**src/rtl/bkms_pkg.sv**
```systemverilog
package bkms_pkg;

  localparam int SKETCH_SIZE      = 20;
  localparam int WORDS_PER_DIGEST = 4;

  localparam int VALUE_W = 32;
  localparam int CPS_W   = 16;
  localparam int SEG_W   = 32;
  localparam int RANK_W  = 5;

  // fill count and scan position run 0..SKETCH_SIZE, store index 0..SKETCH_SIZE-1
  localparam int POS_W  = $clog2(SKETCH_SIZE + 1);
  localparam int IDX_W  = $clog2(SKETCH_SIZE);
  localparam int WIDX_W = (WORDS_PER_DIGEST > 1) ? $clog2(WORDS_PER_DIGEST) : 1;

  localparam logic [CPS_W-1:0] CPS_RESET = 16'd16;

  typedef struct packed {
    logic [VALUE_W-1:0] digest_word_0;
    logic [VALUE_W-1:0] digest_word_1;
    logic [VALUE_W-1:0] digest_word_2;
    logic [VALUE_W-1:0] digest_word_3;
    logic               end_of_file;
  } in_item_t;

  typedef struct packed {
    logic [VALUE_W-1:0] sketch_value;
    logic [RANK_W-1:0]  entry_position;
    logic [SEG_W-1:0]   segment_index;
    logic               last_entry;
  } out_item_t;

endpackage

```
**src/rtl/bkms_store.sv**
```systemverilog
module bkms_store #(
  parameter int WIDTH = 32,
  parameter int DEPTH = 16
) (
  input  logic                     clk,
  input  logic                     we,
  input  logic [$clog2(DEPTH)-1:0] waddr,
  input  logic [WIDTH-1:0]         wdata,
  input  logic [$clog2(DEPTH)-1:0] raddr,
  output logic [WIDTH-1:0]         rdata
);

  logic [WIDTH-1:0] mem [DEPTH];

  always_ff @(posedge clk) begin
    if (we) begin
      mem[waddr] <= wdata;
    end
    rdata <= mem[raddr];
  end

endmodule

```
**src/rtl/bottom_k_minhash_sketch_unit.sv**
```systemverilog
// Bottom-k min-hash sketch unit.
//
// in_*  : one chunk digest per transfer (four 32-bit words plus end_of_file).
// out_* : sketch entries, one per transfer, ranks 0..19 in ascending order,
//         last_entry set on rank 19. Unfilled entries read zero.
// cfg_* : cfg_wr_en writes chunks_per_segment (reset 16); write only while idle.
//
// Each digest word goes through one comparator over the sorted store: a scan
// down from the fill count to find the slot p, then a shift pass moving the
// larger entries up one place, from min(n, 19) down, n = fill count, then the
// write of the new value at p; a duplicate or a discarded value ends after its
// scan. All four words are followed by one close step; in_ready is low from
// the take of a digest until the sequencer is idle again.
// When the segment closes, the sketch streams out one entry per cycle while
// out_ready is high; a stall on out_ready holds the sequencer.
// The output register lets the next digest be taken while the last entry
// still waits.
// Reset (rst, synchronous) empties the store, zeroes the chunk count and the
// segment number and restores chunks_per_segment to 16.
module bottom_k_minhash_sketch_unit
  import bkms_pkg::*;
(
  input  logic             clk,
  input  logic             rst,
  input  logic             in_valid,
  output logic             in_ready,
  input  in_item_t         in_data,
  output logic             out_valid,
  input  logic             out_ready,
  output out_item_t        out_data,
  input  logic             cfg_wr_en,
  input  logic [CPS_W-1:0] cfg_wr_data
);

  typedef enum logic [2:0] {
    ST_IDLE,
    ST_LOAD,
    ST_SCAN,
    ST_SHIFT,
    ST_CLOSE,
    ST_EMIT
  } state_t;

  state_t             state;
  logic [VALUE_W-1:0] words [WORDS_PER_DIGEST];
  logic               eof;
  logic [WIDX_W-1:0]  word_idx;
  logic [VALUE_W-1:0] v;
  logic [POS_W-1:0]   pos;
  logic [POS_W-1:0]   k;
  logic [POS_W-1:0]   filled;
  logic [CPS_W-1:0]   chunks;
  logic [CPS_W-1:0]   cps;
  logic [SEG_W-1:0]   seg;
  logic [IDX_W-1:0]   rank;

  logic [IDX_W-1:0]   raddr;
  logic [VALUE_W-1:0] rdata;
  logic               st_we;
  logic [IDX_W-1:0]   waddr;
  logic [VALUE_W-1:0] wdata;
  logic               v_eq;
  logic               v_gt;
  logic               scan_step;
  logic [POS_W-1:0]   pos_dec;
  logic [POS_W-1:0]   pos_dec2;
  logic [POS_W-1:0]   k_dec;
  logic [POS_W-1:0]   k_dec2;
  logic [POS_W-1:0]   k_first;
  logic [POS_W-1:0]   k_first_dec;
  logic [POS_W-1:0]   filled_dec;
  logic [IDX_W-1:0]   rank_inc;
  logic [CPS_W-1:0]   chunks_next;
  logic               out_free;

  assign pos_dec     = pos - 1'b1;
  assign pos_dec2    = pos - POS_W'(2);
  assign k_dec       = k - 1'b1;
  assign k_dec2      = k - POS_W'(2);
  assign k_first     = (filled < POS_W'(SKETCH_SIZE)) ? filled : POS_W'(SKETCH_SIZE - 1);
  assign k_first_dec = k_first - 1'b1;
  assign filled_dec  = filled - 1'b1;
  assign rank_inc    = rank + 1'b1;
  assign chunks_next = chunks + 1'b1;
  assign out_free    = !out_valid || out_ready;
  assign in_ready    = (state == ST_IDLE);

  // the one shared comparator
  assign v_eq = (v == rdata);
  assign v_gt = (v > rdata);

  assign scan_step = (pos != '0) && !v_eq && !v_gt;

  // registered read: the address set here is the entry seen in the next cycle
  always_comb begin
    case (state)
      ST_LOAD:  raddr = filled_dec[IDX_W-1:0];
      ST_SCAN:  raddr = scan_step ? pos_dec2[IDX_W-1:0] : k_first_dec[IDX_W-1:0];
      ST_SHIFT: raddr = k_dec2[IDX_W-1:0];
      ST_EMIT:  raddr = out_free ? rank_inc : rank;
      default:  raddr = '0;
    endcase
  end

  always_comb begin
    st_we = (state == ST_SHIFT);
    if (k > pos) begin
      waddr = k[IDX_W-1:0];
      wdata = rdata;
    end else begin
      waddr = pos[IDX_W-1:0];
      wdata = v;
    end
  end

  bkms_store #(
    .WIDTH (VALUE_W),
    .DEPTH (SKETCH_SIZE)
  ) u_store (
    .clk   (clk),
    .we    (st_we),
    .waddr (waddr),
    .wdata (wdata),
    .raddr (raddr),
    .rdata (rdata)
  );

  always_ff @(posedge clk) begin
    if (rst) begin
      state     <= ST_IDLE;
      filled    <= '0;
      chunks    <= '0;
      cps       <= CPS_RESET;
      seg       <= '0;
      out_valid <= 1'b0;
      word_idx  <= '0;
      rank      <= '0;
    end else begin
      if (cfg_wr_en) begin
        cps <= cfg_wr_data;
      end
      if (state == ST_EMIT && out_free) begin
        out_valid <= 1'b1;
      end else if (out_ready) begin
        out_valid <= 1'b0;
      end
      case (state)
        ST_IDLE: begin
          if (in_valid) begin
            words[0] <= in_data.digest_word_0;
            words[1] <= in_data.digest_word_1;
            words[2] <= in_data.digest_word_2;
            words[3] <= in_data.digest_word_3;
            eof      <= in_data.end_of_file;
            word_idx <= '0;
            state    <= ST_LOAD;
          end
        end
        ST_LOAD: begin
          v     <= words[word_idx];
          pos   <= filled;
          state <= ST_SCAN;
        end
        ST_SCAN: begin
          if (pos != '0 && v_eq) begin
            // duplicate: drop the word
            if (word_idx == WIDX_W'(WORDS_PER_DIGEST - 1)) begin
              state <= ST_CLOSE;
            end else begin
              word_idx <= word_idx + 1'b1;
              state    <= ST_LOAD;
            end
          end else if (pos == '0 || v_gt) begin
            if (pos >= POS_W'(SKETCH_SIZE)) begin
              // full and larger than every entry
              if (word_idx == WIDX_W'(WORDS_PER_DIGEST - 1)) begin
                state <= ST_CLOSE;
              end else begin
                word_idx <= word_idx + 1'b1;
                state    <= ST_LOAD;
              end
            end else begin
              k     <= k_first;
              state <= ST_SHIFT;
            end
          end else begin
            pos <= pos_dec;
          end
        end
        ST_SHIFT: begin
          if (k > pos) begin
            k <= k_dec;
          end else begin
            if (filled < POS_W'(SKETCH_SIZE)) begin
              filled <= filled + 1'b1;
            end
            if (word_idx == WIDX_W'(WORDS_PER_DIGEST - 1)) begin
              state <= ST_CLOSE;
            end else begin
              word_idx <= word_idx + 1'b1;
              state    <= ST_LOAD;
            end
          end
        end
        ST_CLOSE: begin
          chunks <= chunks_next;
          rank   <= '0;
          if (chunks_next == cps || eof) begin
            state <= ST_EMIT;
          end else begin
            state <= ST_IDLE;
          end
        end
        ST_EMIT: begin
          if (out_free) begin
            out_data.sketch_value   <= (POS_W'(rank) < filled) ? rdata : '0;
            out_data.entry_position <= RANK_W'(rank);
            out_data.segment_index  <= seg;
            out_data.last_entry     <= (rank == IDX_W'(SKETCH_SIZE - 1));
            if (rank == IDX_W'(SKETCH_SIZE - 1)) begin
              filled <= '0;
              chunks <= '0;
              seg    <= seg + 1'b1;
              state  <= ST_IDLE;
            end else begin
              rank <= rank + 1'b1;
            end
          end
        end
        default: begin
          state <= ST_IDLE;
        end
      endcase
    end
  end

  a_fill_bound: assert property (@(posedge clk) disable iff (rst)
    filled <= POS_W'(SKETCH_SIZE))
    else $error("fill count beyond sketch size");

  a_scan_bound: assert property (@(posedge clk) disable iff (rst)
    (state == ST_SCAN) |-> (pos <= filled))
    else $error("scan position above fill count");

  a_busy_after_take: assert property (@(posedge clk) disable iff (rst)
    (in_valid && in_ready) |=> !in_ready)
    else $error("ready right after a digest transfer");

  a_seg_step: assert property (@(posedge clk) disable iff (rst)
    ($past(!rst) && seg != $past(seg)) |-> (out_valid && out_data.last_entry))
    else $error("segment number moved without a last entry");

endmodule
```
**config.mk**
```make
export PLATFORM = sky130hd
export DESIGN_NAME = bottom_k_minhash_sketch_unit
export DESIGN_NICKNAME = d
export VERILOG_FILES = /design/src/rtl/bkms_pkg.sv /design/src/rtl/bkms_store.sv /design/src/rtl/bottom_k_minhash_sketch_unit.sv
export SDC_FILE = /design/constraint.sdc
export NUM_CORES = 1
export LEC_CHECK = 0
export BUFFER_PORTS_ARGS = -buffer_cell sky130_fd_sc_hd__buf_2
export CAP_MARGIN = 20
export CORE_MARGIN = 5
export CORE_UTILIZATION = 25
export CTS_CLUSTER_DIAMETER = 80
export DETAILED_ROUTE_END_ITERATION = 6
export PLACE_DENSITY_LB_ADDON = 0.15
export SYNTH_ARGS = -nofsm -noshare
export SYNTH_HDL_FRONTEND = slang
export SYNTH_SLANG_ARGS = --single-unit
```
**constraint.sdc**
```tcl
create_clock -name clk -period 17.25 [get_ports clk]
set_input_delay 1.725 -clock clk [delete_from_list [all_inputs] [get_ports clk]]
set_output_delay 1.725 -clock clk [all_outputs]
set_load 0.05 [all_outputs]
```
Word-level counts from Yosys, hierarchy flattened
Memory sizes are Yosys's and may differ from the RTL's. A register that Yosys moved wholly into a read port is not among the register bits. Index checks and enable logic that the tools add are counted. Widths: inputs -> output; s select.

Add/sub/neg operators: 11. Magnitude comparators: 5. Equality and inequality tests: 22. Multiplexer cells: 50. Bitwise logic cells: 1. Reductions and logical operators: 30.

Operator list (count): $mux 5 (16); $pmux 5 s2 (4); $add 32x1->32 const B (1); $eq 32x32->1 (1); $gt 32x32->1 (1); $mux 16 (2); $mux 32 (1); $pmux 16 s2 (1); $mux 3 (9); $pmux 5 s4 (1); $sub 5x1->5 const B (4); $pmux 3 s6 (1); $add 16x1->16 const B (1); $eq 16x16->1 (1); $ne 2x2->1 const B (8); $reduce_and 3->1 (5); $reduce_and 5->1 (3); $mux 2 (6); $add 5x1->5 const B (2); $reduce_bool 2->1 (5); $sub 5x2->5 const B (2); $mux 1 (8); $eq 3x2->1 const B (2); $eq 3x3->1 const B (2); 22 further kinds (32).

Bits in registers: 161. RAM bits: 768. Output and inout bits: 72. Word-level logic and storage cells: 136. Memories: 2.

Memory list: u_store.mem (depth 20, bits a word 32, read ports 1, clocked after memory_dff 1, write ports 1, line bkms_store.sv:13) `logic [WIDTH-1:0] mem [DEPTH];`; words (depth 4, bits a word 32, read ports 1, clocked after memory_dff 1, write ports 4, line bottom_k_minhash_sketch_unit.sv:45) `logic [VALUE_W-1:0] words [WORDS_PER_DIGEST];`.

Depth between registers and ports, before layout
Gate-level depths: netlist of the first run.

Depth after elaboration: 6. Depth in mapped cells: 15.

Hierarchy
From an unflattened synthesis of the first run, not the netlist that was laid out.

Cell total of the unflattened synthesis: 2511. Area, all modules: 40188.5 um^2.

By module, submodules not included: bkms_store (times used 1, cells each 1362, area an instance 25459.4 um^2, seq. area each 19859.0 um^2); bottom_k_minhash_sketch_unit (times used 1, cells each 1149, area an instance 14729.1 um^2, seq. area each 8838.5 um^2).

Worst setup path after synthesis of the first run
Ideal clock, no wire load.

Kind: input to register. Start: input rst. End: memory words[0][0] (enable). Library setup time: 0.798 ns. Arrival time: 11.390 ns. Data required time: 16.452 ns. Slack: 5.062 ns. Stages on the path: 3. Path buffers: 2. Cells stage by stage: clkbuf_1 > clkbuf_1 > nor3b_1.

RTL lines: start: declaration (line bottom_k_minhash_sketch_unit.sv:24) `input logic rst,`; end: declaration (line bottom_k_minhash_sketch_unit.sv:45).

Final worst setup path of the first run
Start: register u_store.rdata[13] (read register of u_store.mem). End: register u_store.rdata[10] (read register of u_store.mem).

Longest elaborated chain between the ends: 6.

RTL lines: start: declaration (line bkms_store.sv:10) `output logic [WIDTH-1:0] rdata`; branches (longest 3 deep; another with $gt 32x32->1); $logic_and 1x1->1 * (line bottom_k_minhash_sketch_unit.sv:92) `assign scan_step = (pos != '0) && !v_eq && !v_gt;`; $mux 5 * (line bottom_k_minhash_sketch_unit.sv:98) `ST_SCAN: raddr = scan_step ? pos_dec2[IDX_W-1:0] : k_first_dec[IDX_W-1:0];`; $pmux 5 s4 * (line bottom_k_minhash_sketch_unit.sv:96) `case (state)`.

Mark *: on every way between the ends. A chain may end at the register's enable or synchronous reset.

==> reports/results.tsv, run 1 <==
metric	value	unit
grt-ovfl-total	0	
netSwitchingPower	2.72	mW
end_kind	register	
postRouteAntennaNets	0	
ys_seq_elements	993	
synth_top_area_share	0.661	
drive_gt1_frac	0.193	
synth_compound_area_frac	0.0753	
root_buffer	clkbuf_16	
finalCriticalPeriod	6.42	ns
highest_layer	met4	
hold_depth	0	
die_w	410	um
crit_family	buffers and inverters	
max_stage_delay	0.94	ns
post-dp-hpwl	68.3	mm
cts_hold_buf	0	
cp-startpoint	u_store.rdata[13]	
crit_type	register to register	
grt_max_degree	91	
clock-sinks	993	
dr.pass1.iters	5	
rsz0062_at_grt	no	
pwr_density_cell	163	mW/mm^2
ys.flop_type	edfxtp_1	
ys_seq_area_frac	0.717	
crit_required	17.83	ns
cts_setup_buffers	0	
grtUsageTotal	0.140	
syn_avg_cell_area	14.4	sq um
die-area	0.168	sq mm
fmax	156	MHz
power_frac_clock	0.302	
m1WireLength	56.6	mm
numCtsBuffers	108	
cellLeakagePower	16.4	nW
fp.dieH	410	um
area_growth	18.6	%
cp_common_cell	buf_4	
crit_chain	inv_1, ha_1, nand4_1, nor4_2, o31a_1, o31a_2, o31a_2, buf_4, and2_4, buf_4, buf_4, mux2i_1, a32oi_1, a31oi_1, nand3_1	
start_kind	register	
synth_cell_types	72	
min_to	out_data[32]	
final_cells	5192	
finalCritPeriodShare	0.372	
fp-row-count	146	
path_max_fanout	71	
io_pins	222	
io_buffers	221	
synth_top_family_by_area	simple AND/OR/NAND/NOR gates	
initial_core_util	0.252	
synthCells	2777	
max-vdd-ir-drop	0.110	mV
finClkSkew	0.0474	ns
p_seq_frac	0.395	
pre_cts_ws	10.26	ns
drc_errors	0	
slowest_stage	buf_4	
yosys-mux-area-fraction	0.0577	
synth_fa_ha_area_frac	0.0172	
h-tree-depth	3	
cts_tree	done	
yosysWarnings	0	
drtIter0Drc	1851	
worst_slew_pin_slew	1.18	ns
cp.arrival	7.01	ns
avgRoutedWirePerCell	23.4	um
synth_area	0.0400	sq mm
p_comb_frac	0.304	
status	complete, no violations	
slew_headroom	0.208	
cts_resized	0	
vias	23900	
yosysTopAreaCell	edfxtp_1	
setup_viol	0	
switching_share	0.350	
finalNetCount	3229	
p_int	5.04	mW
reg2reg_depth	15	
hp-class	register to register	
drt-total-wl	122	mm
place_inst	4985	
layout_commonest_cell	edfxtp_1	
min_from	seg[31]	
fin_util	0.299	
grt_pass1_wl	173	mm
gp_congestion	0.732	
worst-path-buf-inv	4	
setup_slack	10.83	ns
regToRegSetupSlack	10.83	ns
cap_viol_max_count	0	
clkSlewWorstSetupHoldPaths	0.06	ns
grt_pass1_vias	24000	
finalMaxSlewViolations	0	
synth_simple_gate_area_frac	0.0929	
clk_latency	0.72	ns
antenna_found_initial	2	
syn_nets	2982	
ff_latch_area	0.0287	sq mm
synthArstFlopShare	0	
num-fill-cells	15900	
ctsLongestPathBuffers	3	
hold_violations	0	
mostFrequentLayoutCells	881 x edfxtp_1, 411 x nand2_1, 220 x buf_2	
wl_met2	56.8	mm
synth_xor_xnor_area_share	0.0164	
multi_input_area	0.0107	sq mm
wl_met3	4.90	mm
fin_tns_setup	0	ns
whs	0.456	ns
synth.top_cells.by_area	edfxtp_1 66%, dfxtp_1 5.6%, nand2_1 3.9%	
core-area	0.159	sq mm
reg2reg_to	u_store.rdata[10]	
synth_edf_count	881	
worstReg2RegStart	u_store.rdata[13]	
via_per_inst	4.61	
[cell usage after synthesis (all sizes together) (37+ instances only)]
| cell type | number |
|---|---|
| a31oi | 37 |
| o21ai | 82 |
| nand3 | 62 |
| mux2i | 89 |
| inv | 54 |
| a21oi | 57 |
| mux2 | 62 |
| nor2 | 189 |
| nand2 | 413 |
| a311o | 61 |
| ha | 55 |
| clkbuf | 92 |
| xnor2 | 43 |
| dfxtp | 112 |
| a211oi | 38 |
| and3 | 45 |
| buf | 67 |
| a32oi | 60 |
| and2 | 38 |
| edfxtp | 881 |
[cell type report]
class                   instances  area share
clock buffers                 157      0.0649
flip-flops and latches        993       0.605
diodes                          3    0.000158
multi-input cells            1570       0.225
inverters                      55     0.00435
well taps                    2072      0.0546
repair buffers                296      0.0354
clock inverters                46      0.0107
[metrics by stage]
step | area [sq um] | power, mW
finish | 47500 | 7.76
global route | 47500 | 8.16
CTS | 47500 | 7.88
detailed placement | 43900 | 5.51
global placement | 43800 | 5.51
floorplan | 40000 | 4.59
[registers in the layout (all words and copies together), names as in the netlist, 16 cells and up]
name           flops
u_store.mem      640
words            128
out_data          70
seg               32
u_store.rdata     32
v                 32
chunks            16
cps               16
[routing by layer]
layer / vias up / GRT usage
met3: 173 / 0.0234
met5: - / 0
met2: 526 / 0.226
li1: 11000 / -
met1: 12200 / 0.195
met4: 0 / 0.0400
[logic make-up (layout without fill, tap and decap cells)]
group                      Yosys count  count (layout)
DFF                                993             993
and+or+nand+nor                    844             844
AOI/OAI and AO/OA                  413             413
buffers and inverters              214             554
muxes                              183             183
xor gates and xnor gates            75              75
adders and majority gates           55              55
other                                0               3
[power groups by stage]
stage / Sequential (mW) / Clock (mW) / Combinational, mW
2_1_floorplan: 3.08 / 0 / 1.51
3_3_place_gp: 3.12 / 0 / 2.39
3_5_place_dp: 3.12 / 0 / 2.39
4_1_cts: 3.07 / 2.41 / 2.40
5_1_grt: 3.07 / 2.51 / 2.57
6_report: 3.06 / 2.34 / 2.36
[how the worst max path moves through the flow]
| stage | slack (ns) | cells past startpoint | end |
|---|---|---|---|
| 2_1_floorplan | 5.06 | 3 | words[0][0] |
| 3_5_place_dp | 10.26 | 13 | u_store.rdata[6] |
| 3_3_place_gp | 10.33 | 13 | u_store.rdata[15] |
| 6_report | 10.83 | 15 | u_store.rdata[10] |
| 5_1_grt | 10.46 | 15 | u_store.rdata[5] |
| 4_1_cts | 10.81 | 15 | u_store.rdata[6] |
Note: power is estimated with default switching activity, not from simulation.
==> run 2: changes to the inputs <==
==> constraint.sdc (replaced) <==
create_clock -name clk -period 5.35 [get_ports clk]
set_input_delay 0.535 -clock clk [delete_from_list [all_inputs] [get_ports clk]]
set_output_delay 0.535 -clock clk [all_outputs]
set_load 0.05 [all_outputs]
==> run 2 against run 1 <==
  * Total power grew to 3.3 times the previous value
  * Final cell count up 3.4%
  * Die area unchanged
  * Final area is 4.1% higher
  * Critical path depth decreased by 1
  * Fmax grew 28%
  * Largest power group unchanged
  * Highest routed layer unchanged
==> reports/results.tsv, run 2 (same netlist as run 1, synthesis figures left out) <==
metric	value	unit
status	complete, no violations	
hold_depth	3	
grt-ovfl-total	0	
multi_input_area	0.0107	sq mm
grt_pass1_vias	25400	
root_buffer	clkbuf_16	
num-fill-cells	15700	
fin_tns_setup	0	ns
top_register	u_store.mem	
cellLeakagePower	17.3	nW
place_inst	5023	
ctsLongestPathBuffers	3	
via_per_inst	4.61	
regToRegSetupSlack	0.34	ns
crit_type	register to register	
hp-class	input pin to register	
path_max_fanout	29	
post-dp-hpwl	75.4	mm
numCtsBuffers	109	
worst_slew_pin_slew	1.06	ns
drtIter0Drc	1760	
min_from	cfg_wr_data[14]	
finClkSkew	0.0454	ns
setup_viol	0	
finalNetCount	3412	
worstReg2RegStart	u_store.rdata[13]	
max-vdd-ir-drop	0.324	mV
postRouteAntennaNets	0	
reg2reg_to	u_store.rdata[0]	
clock-sinks	993	
io_pins	222	
clk_latency	0.73	ns
drt-total-wl	124	mm
end_kind	register	
final_cells	5371	
gp_congestion	0.767	
finalCriticalPeriod	5.01	ns
slew_headroom	0.292	
vias	24800	
initial_core_util	0.252	
drc_errors	0	
reg2reg_depth	14	
crit_required	5.91	ns
ff_latch_area	0.0287	sq mm
diodes	0	
grt_pass1_wl	179	mm
dr.pass1.iters	5	
die-area	0.168	sq mm
fmax	200	MHz
hold_violations	0	
grt_max_degree	129	
largest_registers	u_store.mem (640), words (128), out_data (70)	
min_to	cps[14]	
antenna_found_initial	6	
die_w	410	um
largest_reg_flops	640	
cts_tree	done	
io_buffers	221	
cap_viol_max_count	0	
cp.arrival	5.57	ns
finalMaxSlewViolations	0	
grtUsageTotal	0.144	
area_growth	23.5	%
drive_gt1_frac	0.196	
core-area	0.159	sq mm
h-tree-depth	3	
mostFrequentLayoutCells	881 x edfxtp_1, 411 x nand2_1, 220 x buf_2	
fp.dieH	410	um
pwr_density_cell	519	mW/mm^2
fp-row-count	146	
start_kind	register	
layout_commonest_cell	edfxtp_1	
avgRoutedWirePerCell	23.1	um
clkSlewWorstSetupHoldPaths	0.06	ns
rsz0062_at_grt	no	
finalCritPeriodShare	0.936	
==> run 2: changes by cell type in the layout (fill, tap and decap cells not counted), moves of 5 or more <==
cell	delta
buf_12	+21
clkbuf_8	-5
buf_4	+21
dlygate4sd3_1	+142
==> run 2: layout make-up <==
| cell class | instances | share of cell area |
|---|---|---|
| Multi-Input combinational cell | 1570 | 0.216 |
| Timing Repair Buffer | 478 | 0.0740 |
| Clock inverter | 54 | 0.0124 |
| Sequential cell | 993 | 0.581 |
| Inverter | 55 | 0.00418 |
| Tap cell | 2072 | 0.0525 |
| Clock buffer | 149 | 0.0599 |
==> run 2: per-stage QoR <==
stage	util	area, sq um	hold slack [ns]	total power, mW	setup WS, ns
4_1_cts	0.311	49400	0.00409	26.0	0.113
5_1_grt	0.311	49400	0.0441	26.9	0.107
3_5_place_dp	0.280	44400	0.441	18.2	0.163
3_3_place_gp	0.280	44400	0.438	18.3	0.139
6_report	0.311	49400	0.0702	25.6	0.341
2_1_floorplan	-	40000	0.417	14.8	0.565
==> run 2: worst max path at each step <==
stage                 startpoint  cells past startpoint                 to  slack (ns)
2_1_floorplan           state[0]                      4        words[0][0]        0.57
3_3_place_gp   u_store.rdata[13]                     13  u_store.rdata[14]        0.14
3_5_place_dp   u_store.rdata[13]                     13  u_store.rdata[14]        0.16
4_1_cts        u_store.rdata[13]                     13  u_store.rdata[14]        0.11
5_1_grt        u_store.rdata[13]                     14   u_store.rdata[0]        0.11
6_report       u_store.rdata[13]                     14   u_store.rdata[0]        0.34
==> run 2: report_power, final <==
group | switching (mW) | internal (mW) | total [mW]
clock network | 3.17 | 4.41 | 7.58
logic | 5.44 | 2.68 | 8.12
registers | 0.318 | 9.62 | 9.93
total | 8.93 | 16.7 | 25.6
==> run 2: worst max-delay path: stages, from the launching register on <==
cell and delay (ns):
dfxtp_1 0.52, inv_1 0.13, ha_1 0.31, nand4_1 0.17
nor4_2 0.85, o31a_1 0.39, o31a_2 0.30, o31a_2 0.30
and2_4 0.38, buf_12 0.28, buf_4 0.23, mux2i_1 0.29
a32oi_1 0.11, a31oi_1 0.42, nand3_1 0.12
==> run 2: timing repair <==
item / in CTS / in global routing
resized for setup: 0 / 1
hold buffers: 142 / 0
buffers inserted: 0 / 2
endpoints found under the setup margin: 0 / 2
endpoints found under the hold margin: 142 / 0
==> run 2: layer usage <==
metal,global-route usage,up-vias,share of wire
met5,0,-,0
met4,0.0355,0,0.023
met3,0.0284,160,0.048
met2,0.234,555,0.47
met1,0.198,12700,0.46
li1,-,11400,-
